<file path="config.mk">
export PLATFORM = sky130hd
export DESIGN_NAME = button_click_press_classifier
export DESIGN_NICKNAME = d
export VERILOG_FILES = /design/src/design/bcpc_pkg.sv /design/src/design/bcpc_eval.sv /design/src/design/button_click_press_classifier.sv
export VERILOG_INCLUDE_DIRS = /design/src /design/src/design
export SDC_FILE = /design/constraint.sdc
export NUM_CORES = 1
export LEC_CHECK = 0
export ABC_AREA = 0
export BUFFER_PORTS_ARGS = -buffer_cell sky130_fd_sc_hd__buf_2
export CAP_MARGIN = 20
export CORE_MARGIN = 3
export CORE_UTILIZATION = 45
export DETAILED_ROUTE_END_ITERATION = 10
export GPL_TIMING_DRIVEN = 1
export PLACE_DENSITY_LB_ADDON = 0.05
export SLEW_MARGIN = 20
export SYNTH_ARGS = -nofsm -noshare
export SYNTH_HDL_FRONTEND = slang
export SYNTH_HIERARCHICAL = 1
export SYNTH_SLANG_ARGS = --single-unit
</file>
<file path="constraint.sdc">
create_clock -name clk -period 9.9 [get_ports clk]
set_input_delay 1.98 -clock clk [delete_from_list [all_inputs] [get_ports clk]]
set_output_delay 1.98 -clock clk [all_outputs]
set_load 0.02 [all_outputs]
</file>
<file path="src/design/button_click_press_classifier_macros.svh">
// ----------------------------------------------------------------------------
// Assertion macros
// Clocked, reset-qualified assertion shorthands used by the top-level design file.
// ----------------------------------------------------------------------------
`ifndef BUTTON_CLICK_PRESS_CLASSIFIER_MACROS_SVH
`define BUTTON_CLICK_PRESS_CLASSIFIER_MACROS_SVH

// same-cycle implication
`define BCPC_ASSERT_NOW(label, ante, cons, msg) \
  label: assert property (@(posedge clk) disable iff (!rst_n) (ante) |-> (cons)) \
    else $error(msg);

// next-cycle implication
`define BCPC_ASSERT_NEXT(label, ante, cons, msg) \
  label: assert property (@(posedge clk) disable iff (!rst_n) (ante) |=> (cons)) \
    else $error(msg);

`endif

</file>
<file path="src/design/bcpc_pkg.sv">
// ----------------------------------------------------------------------------
// bcpc_pkg
// Types, codes and reset values for the button click / press classifier.
// ----------------------------------------------------------------------------
package bcpc_pkg;

  localparam int NUM_BUTTONS = 4;
  localparam int BTN_IDX_W   = 2;
  localparam int CFG_IDX_W   = 2;
  localparam int CFG_DATA_W  = 16;

  localparam logic [CFG_IDX_W-1:0] CFG_SHORT_LIMIT  = 2'd0;
  localparam logic [CFG_IDX_W-1:0] CFG_WINDOW_LIMIT = 2'd1;
  localparam logic [CFG_IDX_W-1:0] CFG_CLICKS_REQ   = 2'd2;

  localparam logic [15:0] SHORT_LIMIT_RST  = 16'd500;
  localparam logic [15:0] WINDOW_LIMIT_RST = 16'd2000;
  localparam logic [3:0]  CLICKS_REQ_RST   = 4'd3;

  localparam logic [1:0] EDGE_NONE         = 2'd0;
  localparam logic [1:0] EDGE_PRESS        = 2'd1;
  localparam logic [1:0] EDGE_RELEASE      = 2'd2;
  localparam logic [1:0] EDGE_LONG_RELEASE = 2'd3;

  localparam logic [1:0] CLASS_NONE  = 2'd0;
  localparam logic [1:0] CLASS_CLICK = 2'd1;
  localparam logic [1:0] CLASS_SHORT = 2'd2;
  localparam logic [1:0] CLASS_LONG  = 2'd3;

  localparam logic [1:0] WIN_NONE    = 2'd0;
  localparam logic [1:0] WIN_SUCCESS = 2'd1;
  localparam logic [1:0] WIN_TIMEOUT = 2'd2;

  localparam logic [7:0] TALLY_MAX = 8'hFF;

  typedef struct packed {
    logic [BTN_IDX_W-1:0] button_index;
    logic                 pin_level;
    logic [31:0]          now_ms;
  } poll_t;

  typedef struct packed {
    logic [BTN_IDX_W-1:0] endpoint;
    logic [1:0]           edge_event;
    logic [1:0]           press_class;
    logic [1:0]           window_result;
    logic                 toggle_load;
    logic [1:0]           action_requests;
    logic [7:0]           clicks_so_far;
  } result_t;

  typedef struct packed {
    logic [31:0] press_stamp;
    logic [31:0] release_stamp;
    logic        idle_edge;
    logic        hold_armed;
    logic        release_pending;
    logic        waiting_release;
    logic        window_open;
    logic [7:0]  click_tally;
  } btn_state_t;

  typedef struct packed {
    logic [15:0] short_limit;
    logic [15:0] window_limit;
    logic [3:0]  clicks_req;
  } cfg_t;

  typedef struct packed {
    logic clear_others;
    logic load_window_start;
  } glob_upd_t;

  localparam btn_state_t BTN_RESET = '{
    press_stamp:     32'd0,
    release_stamp:   32'd0,
    idle_edge:       1'b1,
    hold_armed:      1'b0,
    release_pending: 1'b0,
    waiting_release: 1'b0,
    window_open:     1'b0,
    click_tally:     8'd0
  };

endpackage

</file>
<file path="src/design/bcpc_eval.sv">
// ----------------------------------------------------------------------------
// bcpc_eval
// One poll against one button's state: next state, result and shared updates.
// ----------------------------------------------------------------------------
module bcpc_eval import bcpc_pkg::*; (
  input  poll_t       poll,
  input  btn_state_t  cur,
  input  logic [31:0] window_start,
  input  cfg_t        cfg,
  output btn_state_t  nxt,
  output result_t     res,
  output glob_upd_t   upd
);

  logic        idx_ok;
  logic [31:0] dur;
  logic [31:0] held;
  logic [31:0] el;
  logic [31:0] ws_eff;
  logic [31:0] short32;
  logic [31:0] win32;

  assign idx_ok  = (32'(poll.button_index) < 32'(NUM_BUTTONS));
  assign short32 = {16'd0, cfg.short_limit};
  assign win32   = {16'd0, cfg.window_limit};

  always_comb begin
    nxt      = cur;
    res      = '0;
    res.endpoint = poll.button_index;
    upd      = '0;
    ws_eff   = window_start;
    dur      = nxt.release_stamp - nxt.press_stamp;
    held     = poll.now_ms - nxt.press_stamp;
    el       = '0;
    if (!idx_ok) begin
      nxt = cur;
    end else if (cur.waiting_release) begin
      if (poll.pin_level) begin
        nxt.waiting_release = 1'b0;
        nxt.hold_armed      = 1'b0;
        nxt.release_pending = 1'b0;
        nxt.idle_edge       = 1'b1;
        res.edge_event      = EDGE_LONG_RELEASE;
      end
      res.clicks_so_far = cur.click_tally;
    end else begin
      if (!poll.pin_level && cur.idle_edge) begin
        nxt.press_stamp = poll.now_ms;
        nxt.hold_armed  = 1'b1;
        nxt.idle_edge   = 1'b0;
        res.edge_event  = EDGE_PRESS;
      end else if (poll.pin_level && !cur.idle_edge) begin
        nxt.release_stamp   = poll.now_ms;
        nxt.idle_edge       = 1'b1;
        nxt.release_pending = 1'b1;
        nxt.hold_armed      = 1'b0;
        res.edge_event      = EDGE_RELEASE;
      end
      dur  = nxt.release_stamp - nxt.press_stamp;
      held = poll.now_ms - nxt.press_stamp;

      if (dur < short32 && nxt.release_pending) begin
        if (!nxt.window_open) begin
          upd.clear_others      = 1'b1;
          upd.load_window_start = 1'b1;
          nxt.click_tally       = 8'd0;
          nxt.window_open       = 1'b1;
          ws_eff                = poll.now_ms;
        end
        if (nxt.click_tally != TALLY_MAX) begin
          nxt.click_tally = nxt.click_tally + 8'd1;
        end
        nxt.release_pending = 1'b0;
        res.toggle_load     = 1'b1;
        res.press_class     = CLASS_CLICK;
      end else if (dur >= short32 && dur <= win32 && nxt.release_pending) begin
        nxt.release_pending = 1'b0;
        res.press_class     = CLASS_SHORT;
      end else if (held > win32 && nxt.hold_armed) begin
        res.action_requests = 2'd1;
        res.press_class     = CLASS_LONG;
        nxt.waiting_release = 1'b1;
      end

      el = poll.now_ms - ws_eff;
      if (nxt.click_tally != 8'd0 && nxt.window_open) begin
        if (el <= win32 && {4'd0, cfg.clicks_req} == nxt.click_tally) begin
          res.action_requests = res.action_requests + 2'd1;
          res.window_result   = WIN_SUCCESS;
          nxt.click_tally     = 8'd0;
          nxt.window_open     = 1'b0;
        end else if (el > win32) begin
          res.window_result = WIN_TIMEOUT;
          nxt.click_tally   = 8'd0;
          nxt.window_open   = 1'b0;
        end
      end
      res.clicks_so_far = nxt.click_tally;
    end
  end

endmodule

</file>
<file path="src/design/button_click_press_classifier.sv">
// ----------------------------------------------------------------------------
// button_click_press_classifier
// Classifies button polls into clicks, short and long presses and multi-click
// window outcomes; one result beat per poll beat.
// ----------------------------------------------------------------------------
//  channel   direction  handshake           payload
//  in_       input      in_valid/in_stall   poll_t   (index, level, now_ms)
//  out_      output     out_valid/out_stall result_t (one per poll)
//  cfg_      input      cfg_valid/cfg_ready cfg_index, cfg_data (16 bits)
//
//  One poll per cycle unless out_stall; a poll registers in poll_r, then out_r.
//  Per-button state is read and written in the same cycle the result registers.
//  Reset restores all button state, window start and register defaults.
//  out_stall holds the result register and, once the input register is full,
//  raises in_stall; cfg_ready is always high.
// ----------------------------------------------------------------------------
`include "button_click_press_classifier_macros.svh"

module button_click_press_classifier import bcpc_pkg::*; (
  input  logic                  clk,
  input  logic                  rst_n,
  input  logic                  in_valid,
  output logic                  in_stall,
  input  poll_t                 in_data,
  output logic                  out_valid,
  input  logic                  out_stall,
  output result_t               out_data,
  input  logic                  cfg_valid,
  output logic                  cfg_ready,
  input  logic [CFG_IDX_W-1:0]  cfg_index,
  input  logic [CFG_DATA_W-1:0] cfg_data
);

  poll_t       poll_r;
  logic        s1_valid_r;
  result_t     out_r;
  logic        out_valid_r;
  btn_state_t  btn_r [NUM_BUTTONS];
  logic [31:0] window_start_r;
  cfg_t        cfg_r;

  btn_state_t  btn_nxt;
  result_t     res_nxt;
  glob_upd_t   upd;
  logic        adv;

  assign adv       = !out_valid_r || !out_stall;
  assign in_stall  = s1_valid_r && !adv;
  assign out_valid = out_valid_r;
  assign out_data  = out_r;
  assign cfg_ready = 1'b1;

  bcpc_eval u_eval (
    .poll         (poll_r),
    .cur          (btn_r[poll_r.button_index]),
    .window_start (window_start_r),
    .cfg          (cfg_r),
    .nxt          (btn_nxt),
    .res          (res_nxt),
    .upd          (upd)
  );

  always_ff @(posedge clk) begin
    if (!rst_n) begin
      s1_valid_r         <= 1'b0;
      out_valid_r        <= 1'b0;
      window_start_r     <= 32'd0;
      cfg_r.short_limit  <= SHORT_LIMIT_RST;
      cfg_r.window_limit <= WINDOW_LIMIT_RST;
      cfg_r.clicks_req   <= CLICKS_REQ_RST;
      for (int k = 0; k < NUM_BUTTONS; k++) begin
        btn_r[k] <= BTN_RESET;
      end
    end else begin
      if (!in_stall) begin
        s1_valid_r <= in_valid;
      end
      if (in_valid && !in_stall) begin
        poll_r <= in_data;
      end
      if (adv) begin
        out_valid_r <= s1_valid_r;
      end
      if (adv && s1_valid_r) begin
        out_r <= res_nxt;
        if (upd.load_window_start) begin
          window_start_r <= poll_r.now_ms;
        end
        for (int k = 0; k < NUM_BUTTONS; k++) begin
          if (BTN_IDX_W'(k) == poll_r.button_index) begin
            btn_r[k] <= btn_nxt;
          end else if (upd.clear_others) begin
            btn_r[k].window_open <= 1'b0;
            btn_r[k].click_tally <= 8'd0;
          end
        end
      end
      if (cfg_valid && cfg_ready) begin
        unique case (cfg_index)
          CFG_SHORT_LIMIT:  cfg_r.short_limit  <= cfg_data;
          CFG_WINDOW_LIMIT: cfg_r.window_limit <= cfg_data;
          CFG_CLICKS_REQ:   cfg_r.clicks_req   <= cfg_data[3:0];
          default: ;
        endcase
      end
    end
  end

  `BCPC_ASSERT_NEXT(a_advance_shows, s1_valid_r && adv, out_valid_r, "poll beat lost")
  `BCPC_ASSERT_NOW(a_toggle_is_click, out_valid_r && out_r.toggle_load,
                   out_r.press_class == CLASS_CLICK, "toggle without click")
  `BCPC_ASSERT_NOW(a_success_acts, out_valid_r && out_r.window_result == WIN_SUCCESS,
                   out_r.action_requests != 2'd0, "window success without action")
  `BCPC_ASSERT_NOW(a_wait_not_idle, btn_r[0].waiting_release,
                   !btn_r[0].idle_edge, "waiting for release while idle")

endmodule
</file>
Yosys cells after proc, flatten, opt, wreduce, memory -nomap -nowiden:

Memory sizes are Yosys's and may differ from the RTL's. A register that Yosys moved wholly into a read port is not among the register bits.
Index checks and enable logic that the tools add are counted.

* bitwise gates (word level): 13
* reductions and logical operators: 30
* equal/unequal tests: 7
* $add $sub $neg: 5
* magnitude comparators: 6
* muxes and demuxes: 97

Operator list (number)
* 77-bit 2-to-1 mux: 4
* 32-bit 2-to-1 mux: 7
* 32-bit subtractor: 3
* 9-bit 2-to-1 mux: 8
* 32-bit by 16-bit > comparator with 1-bit output: 2
* 32-bit by 16-bit <= comparator with 1-bit output: 2
* 64-bit 2-to-1 mux: 1
* 8-bit 2-to-1 mux: 7
* 1-bit 2-to-1 mux: 49
* 2-bit 2-to-1 mux: 18
* 35-bit 2-to-1 mux: 1
* 32-bit by 16-bit greater-or-equal comparator with 1-bit output: 1
* 32-bit by 16-bit less-than comparator with 1-bit output: 1
* 1-bit OR: 12
* 2-bit AND reduction: 6
* 1-bit logical AND: 11
* 8-bit by 1-bit adder with 8-bit output (second input constant): 1
* 4-bit by 8-bit equality test with 1-bit output: 1
* 4-bit 2-to-1 mux: 2
* 8-bit inequality test (second input constant): 1
* 8-bit nonzero test: 1
* 1-bit zero test: 6
* 2-bit equality test (first input constant): 2
* 2-bit zero test: 2
* other kinds (8): 9

* word-level logic and storage cells: 177
* memory bits (writable): 308
* memories: 1
* output and inout bits: 22
* register bits: 124

Memory list
* btn_r: words 4, width 77, rd ports 1, clocked after Yosys merged registers in 1, write ports 4, RTL line button_click_press_classifier.sv:38 `btn_state_t btn_r [NUM_BUTTONS];`

Depth between registers and ports, before layout:

Gate-level depths: netlist (run 1).

* word-level depth: 21
* depth in mapped cells: 51

By module:

The synthesis (run 1) kept the hierarchy.

Modules (own cells, without submodules)
* button_click_press_classifier: times used 1, cells an instance 1118, seq. area each 12311.8 um^2, area each 17618.1 um^2
* bcpc_eval: times used 1, cells an instance 1383, seq. area each 0.0 um^2, area each 9660.5 um^2

Worst setup path after synthesis (run 1):

Ideal clock, no wire load.

* path type: flip-flop to flip-flop
* start: reg (tool-made name)
* end: reg out_r, in the netlist out_data[8] (data pin)
* setup time: 267 ps
* cell stages (with the launch flop): 50
* slack: -419 ps
* path buffers: 6
* arrival: 10052 ps
* clock period less this slack: 10319 ps
* required time: 9633 ps
* path through: dfxtp_1 > clkbuf_1 > clkbuf_1 > mux4_2 > nor2b_1 > clkbuf_1 > buf_1 > mux2i_1 > ha_1 > nor2b_1 > o31a_1 > o31a_1 > o21ai_0 > a21oi_1 > o21a_1 > nor2_1 > xnor2_1 > ha_1 > [... 14 more ...] > a32oi_1 > a21o_1 > a21o_1 > xor2_1 > ha_1 > a211oi_1 > nor2_1 > o211ai_1 > a21oi_1 > a211oi_1 > o32ai_1 > or4_1 > nor3_1 > and4bb_2 > and2_1 > ha_1 > inv_1 > o22ai_1

RTL lines
* end signal: assignment: RTL line button_click_press_classifier.sv:85 `out_r <= res_nxt;`
* end: declaration: RTL line button_click_press_classifier.sv:36 `result_t out_r;`

==> results of run 1 <==
area by class of cell:
cell class	instances	share of cell area (%)
Inverter	82	0.966
Timing Repair Buffer	336	7.66
Clock inverter	22	0.756
Sequential cell	434	38.3
Multi-Input combinational cell	1849	45.1
Clock buffer	70	4.17
Tap cell	773	3.01
synthesized netlist by cell type, drive strengths merged, types with 5 or more instances:
cell type	n	area, um2
mux2	69	777
a31oi	10	62.6
or3	8	50.1
o31a	5	43.8
a211o	7	61.3
a21oi	120	619
nor2	98	370
and3	17	106
o22ai	5	31.3
nor4	14	109
clkbuf	80	313
nand2	278	1040
a21o	42	315
o21bai	12	90.1
mux2i	113	1130
edfxtp	362	10900
and2	316	1980
o31ai	7	52.6
a21boi	10	75.1
inv	82	310
o21ai	110	551
and4	6	52.6
a2111oi	8	76.3
o2111ai	6	52.6
xor2	21	184
o21a	21	158
a211oi	26	220
nor3	34	196
nand2b	27	169
nand4	28	181
o211ai	9	67.6
nand3	53	265
xnor2	41	359
ha	159	1990
dfxtp	72	1440
mux4	77	1730
buf	56	349
nor2b	19	119
power by group:
part	switching, mW	leakage [nW]	internal (mW)
sequential	0.0432	4.28	2.06
clock	0.769	0.774	1.03
combinational	0.761	7.94	0.608
stage by stage:
step	setup TNS, ns	utilization [%]	setup WS [ns]
CTS	0	53.4	0.00368
floorplan	0	-	0.0517
detailed placement	-8.36	50.5	-0.247
global route	-9.26	54.0	-0.272
global placement	0	50.5	0.0666
finish	0	54.0	0.145
worst max-delay path, delay by kind of cell, from the launching register on:
family	cells	cell delay [ns]
AOI/OAI and AO/OA	20	3.66
xor gates and xnor gates	2	0.28
adders and majority gates	4	1.05
buffers and inverters	6	0.96
DFF	1	0.36
muxes	2	0.82
and+or+nand+nor	15	2.49
worst min-delay path by stage:
stage                  startpoint            endpoint  cells after the start
5_1_grt        window_start_r[28]  window_start_r[28]                      2
2_1_floorplan           cfg_r[29]           cfg_r[29]                      2
4_1_cts                 cfg_r[29]           cfg_r[29]                      2
3_5_place_dp            cfg_r[29]           cfg_r[29]                      2
6_report                cfg_r[29]           cfg_r[29]                      2
3_3_place_gp   window_start_r[28]  window_start_r[28]                      2
metal layers:
metal  vias to the layer above  share of wire, %  global-route usage (%)
met5                         -                 0                       0
met4                         0               2.0                    5.78
met3                       107               4.8                    2.90
met2                       515                47                    42.3
met1                     10337                46                    36.3
li1                       9725                 -                       -
placed cells by master (no fill, tap or decap), drive strengths merged, types with 7 or more instances in the layout:
cell type	instances
a31oi	10
clkinv	18
nor2	98
a21boi	10
a2111oi	8
or3	8
o21a	21
nand3	53
xnor2	41
clkbuf	70
nand4	28
dfxtp	72
a21o	42
mux2	69
buf	336
a21oi	120
a211o	7
o21ai	110
xor2	21
mux2i	113
mux4	77
nor4	14
inv	83
nor2b	19
nand2b	27
and2	316
ha	159
o211ai	9
edfxtp	362
o21bai	12
nand2	278
a211oi	26
and3	17
nor3	34
o31ai	7
timing repair:
action / in CTS / in global routing
cloned: 0 / 0
setup buffers: 7 / 6
resized for setup: 17 / 72
pin swaps: 18 / 40
setup endpoints to repair: 46 / 48
state kept, by name, indices dropped and copies added, names as in the netlist, named ones only:
signal          flops
btn_r             308
cfg_r              36
out_data           19
out_valid           1
poll_r             35
s1_valid_r          1
window_start_r     32
cells by family (layout without fill, tap and decap cells):
family / Yosys count / count (layout)
compound gates: 444 / 444
xor+xnor: 62 / 62
fa+ha+maj: 164 / 164
buf+inv: 218 / 510
flops: 434 / 434
mux: 259 / 259
other cells: 1 / 1
simple gates: 919 / 919
==> flow_summary_export.csv, run 1 <==
group,metric,value,unit
die,initial_core_util,45.9,%
global_routing,grt_pass1_vias,20666,
drt,drc_errors,0,
worst_setup_path,cp_slowest_cell,"mux4_2",
outcome,outcome,"completed",
clock_network,path_clk_slew,0.06,ns
synthesis,synth_ff_type,"edfxtp_1",
clock_network,clk-insertion-delay-late,0.62,ns
drt,antenna_left,0,
die,io_pins,80,
worst_setup_path,cp_common_cell,"a21o_1",
worst_setup_path,cp.arrival,10.23,ns
synthesis,synth-simple-area-share,17.7,%
synthesis,ys_warn_count,6,
cells_and_area,fill_cells,5269,
timing,fin_hold_ws,0.458,ns
die,die_area,63600,um2
worst_setup_path,cp-end-kind,"register",
clock_network,cts_root_buf,"clkbuf_16",
drt,finalWirelength,81800,um
global_routing,antenna_found_initial,3,
timing,fin_skew,0.0319,ns
worst_setup_path,r2r-end,"btn_r[0][0]",
drt,via_per_inst,5.80,
pwr,ir_drop,0.152,mV
clock_network,cts_buffers,49,
worst_setup_path,crit_fanout,11,
timing,grt_setup_unrepaired,"true",
cells_and_area,multi_input_area,14500,um2
synthesis,synth-seq-cells,434,
timing,finalMaxSlewViolations,0,
hold_path,min_path_type,"register to register",
clock_network,tritoncts,"yes",
clock_network,hold_buffers,0,
cells_and_area,nNetsFinal,2972,
timing,hold_viol,0,
synthesis,synth_area_per_cell,10.9,um2
placed_design,gp_congestion,0.919,
synthesis,synth-compound-area-share,10.7,%
drt,first_pass_iters,5,
die,coreArea,59500,um2
clock_network,cts.sinks,434,
cells_and_area,fin_cells,3566,
placed_design,place_area,30000,um2
synthesis,ys_seq_area_share,45.1,%
pwr,p_leak,13.0,nW
synthesis,syn_area,27300,um2
drt,dr.first_iter.drc_count,1434,
global_routing,grt_pass1_wl,124000,um
pwr,power_density,164,nW/um2
synthesis,synthMuxAreaShare,13.4,%
synthesis,synth_cell_types,97,
clock_network,htree_levels,2,
synthesis,synth_nets,2721,
drt,wl_per_cell,23.0,um
timing,finalSetupViolations,0,
placed_design,dp_cells,3464,
timing,fmax,103,MHz
cells_and_area,layout-drive-gt1-share,23.7,%
global_routing,gr-usage-all-layers,25.5,%
placed_design,dp_hpwl,58200,um
worst_setup_path,start_kind,"register",
cells_and_area,final_area,32100,um2
worst_setup_path,cp-endpoint,"btn_r[0][0]",
timing,period_share,98.5,%
timing,worst-slew-pin-transition,1.04,ns
run,cap_violations,0,
cells_and_area,syn_to_final_growth,17.8,%
die,dieWidth,252,um
synthesis,synth_fa_ha_area_share,7.59,%
synthesis,synth_top_family_by_area,"simple AND/OR/NAND/NOR gates",
synthesis,synth_edf_count,362,
cells_and_area,regArea,12300,um2
synthesis,ys_async_sr_fraction,0,%
synthesis,synth-xor-area-share,1.99,%
worst_setup_path,max_stage_delay,0.57,ns
clock_network,cts_buffer_depth,3,
timing,period_needed,9.76,ns
worst_setup_path,crit_type,"register to register",
pwr,total_power,5.27,mW
global_routing,grt_max_degree,103,
timing,maxSlewHeadroom,30.8,%
placed_design,port_buffers,78,
worst_setup_path,worst_r2r_path_depth,49,
worst_setup_path,rrSetupSlack,0.14,ns
synthesis,synth_cells,2501,
cells_and_area,diodes,0,
die,die_h,252,um
die,num_rows,89,
worst_setup_path,crit_required,10.38,ns
global_routing,grt_overflow_total,0,
drt,dr_total_vias,20684,
Power figures use the tool's default switching activity.
==> run 2, diff against run 1 <==
--- a/config.mk
+++ b/config.mk
@@ -7,12 +7,13 @@
 export NUM_CORES = 1
 export LEC_CHECK = 0
 export ABC_AREA = 0
-export BUFFER_PORTS_ARGS = -buffer_cell sky130_fd_sc_hd__buf_2
 export CAP_MARGIN = 20
 export CORE_MARGIN = 3
 export CORE_UTILIZATION = 45
 export DETAILED_ROUTE_END_ITERATION = 10
+export DONT_BUFFER_PORTS = 1
 export GPL_TIMING_DRIVEN = 1
+export MAX_ROUTING_LAYER = met4
 export PLACE_DENSITY_LB_ADDON = 0.05
 export SLEW_MARGIN = 20
 export SYNTH_ARGS = -nofsm -noshare
==> run 2 against run 1 <==
Via count decreased by 1.8%. Sequential cell count unchanged. Cell count decreased by 2.0%. Final area decreased by 0.69%. Clock-buffer cell count decreased by 9. Largest power group unchanged.
==> flow_summary_export.csv, run 2 (synthesized netlist as in run 1, its figures left out) <==
group,metric,value,unit
die,io_pins,80,
cells_and_area,nNetsFinal,2901,
drt,via_per_inst,5.82,
outcome,outcome,"completed",
cells_and_area,final_core_util,53.7,%
cells_and_area,top_register,"btn_r",
worst_setup_path,cp-end-kind,"register",
global_routing,gr-usage-all-layers,26.5,%
timing,fin_skew,0.0457,ns
timing,period_share,98.4,%
global_routing,grt_overflow_total,0,
drt,antenna_left,0,
cells_and_area,fill_cells,5251,
die,die_h,252,um
timing,setup_slack,0.160,ns
cells_and_area,largest_register_ffs,308,
timing,maxSlewHeadroom,31.1,%
global_routing,grt_pass1_wl,124000,um
die,coreArea,59500,um2
clock_network,tritoncts,"yes",
clock_network,clk-insertion-delay-late,0.63,ns
hold_path,hp-start,"window_start_r[28]",
timing,worst-slew-pin-transition,1.03,ns
worst_setup_path,r2r-end,"btn_r[1][4]",
global_routing,antenna_found_initial,1,
cells_and_area,final_cell_mix,"edfxtp_1 (362), and2_1 (313), nand2_1 (272), buf_4 (249), ha_1 (152)",
clock_network,htree_levels,2,
timing,hold_viol,0,
placed_design,gp_congestion,0.930,
clock_network,cts_buffers,50,
drt,drc_errors,0,
die,dieWidth,252,um
run,cap_violations,0,
global_routing,grt_max_degree,119,
worst_setup_path,worst_r2r_path_depth,46,
placed_design,dp_hpwl,58000,um
cells_and_area,layout_commonest_cell,"edfxtp_1",
placed_design,pre_cts_slack,-0.461,ns
timing,finalMaxSlewViolations,0,
pwr,power_density,166,nW/um2
clock_network,cts_root_buf,"clkbuf_16",
drt,wl_per_cell,23.5,um
worst_setup_path,crit_fanout,8,
worst_setup_path,max_stage_delay,0.45,ns
cells_and_area,diodes,0,
timing,finalSetupViolations,0,
worst_setup_path,start_kind,"register",
die,initial_core_util,45.9,%
drt,finalWirelength,82100,um
worst_setup_path,crit_required,10.39,ns
clock_network,cts_buffer_depth,3,
timing,period_needed,9.74,ns
hold_path,min_path_type,"register to register",
drt,dr.first_iter.drc_count,1505,
pwr,total_power,5.31,mW
drt,first_pass_iters,5,
die,num_rows,89,
global_routing,grt_pass1_vias,20177,
worst_setup_path,cp.arrival,10.23,ns
worst_setup_path,cp_slowest_cell,"mux4_2",
placed_design,port_buffers,0,
worst_setup_path,rrSetupSlack,0.16,ns
clock_network,path_clk_slew,0.06,ns
worst_setup_path,cp-endpoint,"btn_r[1][4]",
cells_and_area,layout-drive-gt1-share,22.1,%
pwr,p_leak,12.7,nW
pwr,ir_drop,0.139,mV
clock_network,cts.sinks,434,
timing,fmax,103,MHz
drt,dr_total_vias,20319,
cells_and_area,top_regs,"btn_r (308), cfg_r (36), poll_r (35)",
cells_and_area,syn_to_final_growth,17.0,%
die,die_area,63600,um2
worst_setup_path,crit_type,"register to register",
timing,grt_setup_unrepaired,"true",
-- run 2: changes by cell type in the layout (fill, tap and decap cells not counted), moves of 4 or more --
| cell | change |
|---|---|
| buf_4 | +5 |
| buf_2 | -78 |
| clkinv_2 | -5 |
| clkbuf_1 | -12 |
| clkinv_1 | +7 |
| a21oi_2 | +4 |
-- run 2: per-stage QoR --
stage	hold WS [ns]	area, um2	setup TNS, ns	std cells
after CTS	0.458	31400	0	3473
after global routing	0.473	31900	-8.10	3494
after detailed placement	0.450	29600	-18.71	3376
after global placement	0.444	29600	-8.36	3376
final	0.454	31900	0	3494
after floorplan	0.436	27300	0	2501
-- run 2: worst max-delay path: cells and delay by family (launching register included) --
kind                       cells  cell delay (ns)
DFF                            1             0.36
adders and majority gates      4             1.19
and+or+nand+nor               17             3.23
buffers and inverters          6             0.77
AOI/OAI and AO/OA             14             2.91
muxes                          3             0.85
xor gates and xnor gates       2             0.29
-- run 2: layer usage --
| layer | track usage [%] | part of all wire (%) | wire [um] |
|---|---|---|---|
| met5 | - | 0 | 0 |
| met4 | 5.80 | 2.2 | 1800 |
| met3 | 3.00 | 5.1 | 4180 |
| met2 | 41.2 | 46 | 37800 |
| met1 | 37.6 | 47 | 38300 |
-- run 2: worst min-delay path by stage --
| stage | to | slack (ns) | depth (start not counted) |
|---|---|---|---|
| after floorplan | cfg_r[29] | 0.44 | 2 |
| after global placement | window_start_r[27] | 0.44 | 2 |
| after detailed placement | window_start_r[16] | 0.45 | 2 |
| after CTS | window_start_r[16] | 0.46 | 2 |
| after global routing | window_start_r[22] | 0.47 | 2 |
| final | window_start_r[28] | 0.45 | 2 |
-- run 2: repair_timing --
| item | CTS | global route |
|---|---|---|
| resized for setup | 30 | 65 |
| pin swaps | 15 | 55 |
| gates cloned | 0 | 0 |
| buffers inserted | 5 | 22 |
| hold buffers | 0 | 0 |
| setup endpoints to repair | 48 | 48 |
-- run 2: final cells by class --
class / instances / area, um2 / area share [%]
clock inverters: 31 / 302 / 0.945
repair buffers: 264 / 2110 / 6.61
flip-flops and latches: 434 / 12300 / 38.6
clock buffers: 61 / 1370 / 4.28
well taps: 773 / 967 / 3.03
inverters: 82 / 310 / 0.973
multi-input cells: 1849 / 14500 / 45.5
-- run 2: where the power goes --
group / total (mW) / leakage (nW) / switching, mW / internal (mW)
clock: 1.86 / 0.805 / 0.792 / 1.07
combinational: 1.34 / 7.66 / 0.749 / 0.593
sequential: 2.11 / 4.28 / 0.0491 / 2.06
==> run 3, diff against run 2 <==
--- a/config.mk
+++ b/config.mk
@@ -7,14 +7,13 @@
 export NUM_CORES = 1
 export LEC_CHECK = 0
 export ABC_AREA = 0
-export CAP_MARGIN = 20
 export CORE_MARGIN = 3
 export CORE_UTILIZATION = 45
 export DETAILED_ROUTE_END_ITERATION = 10
 export DONT_BUFFER_PORTS = 1
 export GPL_TIMING_DRIVEN = 1
 export MAX_ROUTING_LAYER = met4
-export PLACE_DENSITY_LB_ADDON = 0.05
+export PLACE_DENSITY = 0.66
 export SLEW_MARGIN = 20
 export SYNTH_ARGS = -nofsm -noshare
 export SYNTH_HDL_FRONTEND = slang
==> constraint.sdc (replaced) <==
create_clock -name clk -period 10.4 [get_ports clk]
set_input_delay 2.08 -clock clk [delete_from_list [all_inputs] [get_ports clk]]
set_output_delay 2.08 -clock clk [all_outputs]
set_load 0.02 [all_outputs]
==> run 3 against run 2 <==
Cell count fell by 5.3%. Non-clock buffer count is 176 lower. Register-to-register slack gained 0.26 ns.
==> flow_summary_export.csv, run 3 (synthesized netlist as in run 1, its figures left out) <==
group,metric,value,unit
outcome,outcome,"completed",
timing,finalSetupViolations,0,
drt,antenna_left,0,
pwr,ir_drop,0.104,mV
worst_setup_path,max_stage_delay,0.54,ns
die,die_h,252,um
timing,hold_viol,0,
timing,setup_tns,0,ns
clock_network,cts_buffers,46,
drt,via_per_inst,6.02,
clock_network,tritoncts,"yes",
global_routing,gr-usage-all-layers,24.5,%
die,die_area,63600,um2
die,coreArea,59500,um2
cells_and_area,nNetsFinal,2721,
placed_design,gp_congestion,0.995,
worst_setup_path,cp.arrival,10.42,ns
clock_network,path_clk_slew,0.06,ns
cells_and_area,largest_register_ffs,308,
worst_setup_path,cp_slowest_cell,"mux4_2",
drt,wl_per_cell,23.4,um
placed_design,port_buffers,0,
worst_setup_path,crit_required,10.84,ns
cells_and_area,fin_cells,3310,
cells_and_area,layout_commonest_cell,"edfxtp_1",
clock_network,cts_buffer_depth,3,
global_routing,grt_pass1_wl,117000,um
timing,fmax,100,MHz
timing,fin_skew,0.0201,ns
worst_setup_path,cp.buffers_inverters,3,
die,io_pins,80,
pwr,p_leak,11.8,nW
timing,period_needed,9.98,ns
clock_network,htree_levels,2,
die,initial_core_util,45.9,%
clock_network,hold_buffers,0,
placed_design,dp_cells,3214,
cells_and_area,top_regs,"btn_r (308), cfg_r (36), poll_r (35)",
cells_and_area,fill_cells,5270,
pwr,total_power,4.75,mW
timing,maxSlewHeadroom,28.1,%
worst_setup_path,path_delay_family,"compound AO/OA/AOI/OAI gates",
worst_setup_path,start_kind,"register",
clock_network,clk-insertion-delay-late,0.59,ns
cells_and_area,diodes,0,
timing,finalMaxSlewViolations,0,
cells_and_area,syn_to_final_growth,10.4,%
cells_and_area,top_register,"btn_r",
drt,first_pass_iters,6,
timing,worst-slew-pin-transition,1.08,ns
die,num_rows,89,
global_routing,grt_max_degree,119,
placed_design,dp_hpwl,53700,um
global_routing,grt_pass1_vias,19735,
worst_setup_path,crit_fanout,8,
clock_network,cts.sinks,434,
drt,dr.first_iter.drc_count,1820,
cells_and_area,layout-drive-gt1-share,15.4,%
drt,drc_errors,0,
timing,fin_hold_ws,0.457,ns
pwr,power_density,158,nW/um2
cells_and_area,final_cell_mix,"edfxtp_1 (362), and2_1 (315), nand2_1 (277), ha_1 (154), a21oi_1 (114)",
hold_path,min_path_type,"register to register",
global_routing,grt_overflow_total,0,
run,cap_violations,0,
die,dieWidth,252,um
timing,period_share,95.9,%
global_routing,antenna_found_initial,0,
worst_setup_path,cp-end-kind,"register",
drt,finalWirelength,77300,um
clock_network,cts_root_buf,"clkbuf_16",
drt,dr_total_vias,19929,
worst_setup_path,crit_type,"register to register",
worst_setup_path,cp_common_cell,"ha_1",
## run 3: area by class of cell
class	instances	area, um2	area share (%)
clock buffer	53	1230	4.08
clock inverter	31	239	0.794
inverter	82	310	1.03
multi-input combinational	1849	14300	47.5
sequential	434	12300	40.9
tap	773	967	3.21
timing repair buffer	88	739	2.46
## run 3: path summary, 6_finish.rpt
path	startpoint	to	slack, ns	cells past startpoint
setup / recovery	register	btn_r[3][6]	0.42	42
hold / removal	window_start_r[15]	window_start_r[15]	0.46	2
setup reg to reg	register	btn_r[3][6]	0.42	42
hold reg to reg	window_start_r[15]	window_start_r[15]	0.46	2
## run 3: where the power goes
part / internal [mW] / switching (mW) / total, mW
sequential: 1.96 / 0.0450 / 2.00
combinational: 0.455 / 0.682 / 1.14
clock: 0.904 / 0.707 / 1.61
total: 3.32 / 1.43 / 4.75
## run 3: timing repair
| item | in CTS | in global routing |
|---|---|---|
| resized for setup | 0 | 49 |
| setup endpoints to repair | 0 | 48 |
| buffers inserted | 0 | 11 |
## run 3: worst min-delay path, stage by stage (launching register included)
cell and delay [ns]:
dfxtp_1 0.31, nand2_1 0.05, mux2i_1 0.05
## run 3: stage by stage
| stage | area (um2) | utilization (%) | worst slack (ns) |
|---|---|---|---|
| after floorplan | 27300 | - | 0.0809 |
| after global placement | 28300 | 47.6 | 0.447 |
| after detailed placement | 28300 | 47.6 | 0.205 |
| after CTS | 29800 | 50.1 | 0.161 |
| after global routing | 30100 | 50.6 | -0.0755 |
| final | 30100 | 50.6 | 0.422 |
## run 3: per-layer routing
| metal | track usage (%) | wire length (um) |
|---|---|---|
| met2 | 39.3 | 36400 |
| met5 | - | 0 |
| met3 | 4.37 | 5330 |
| met1 | 32.3 | 33700 |
| met4 | 6.44 | 1950 |
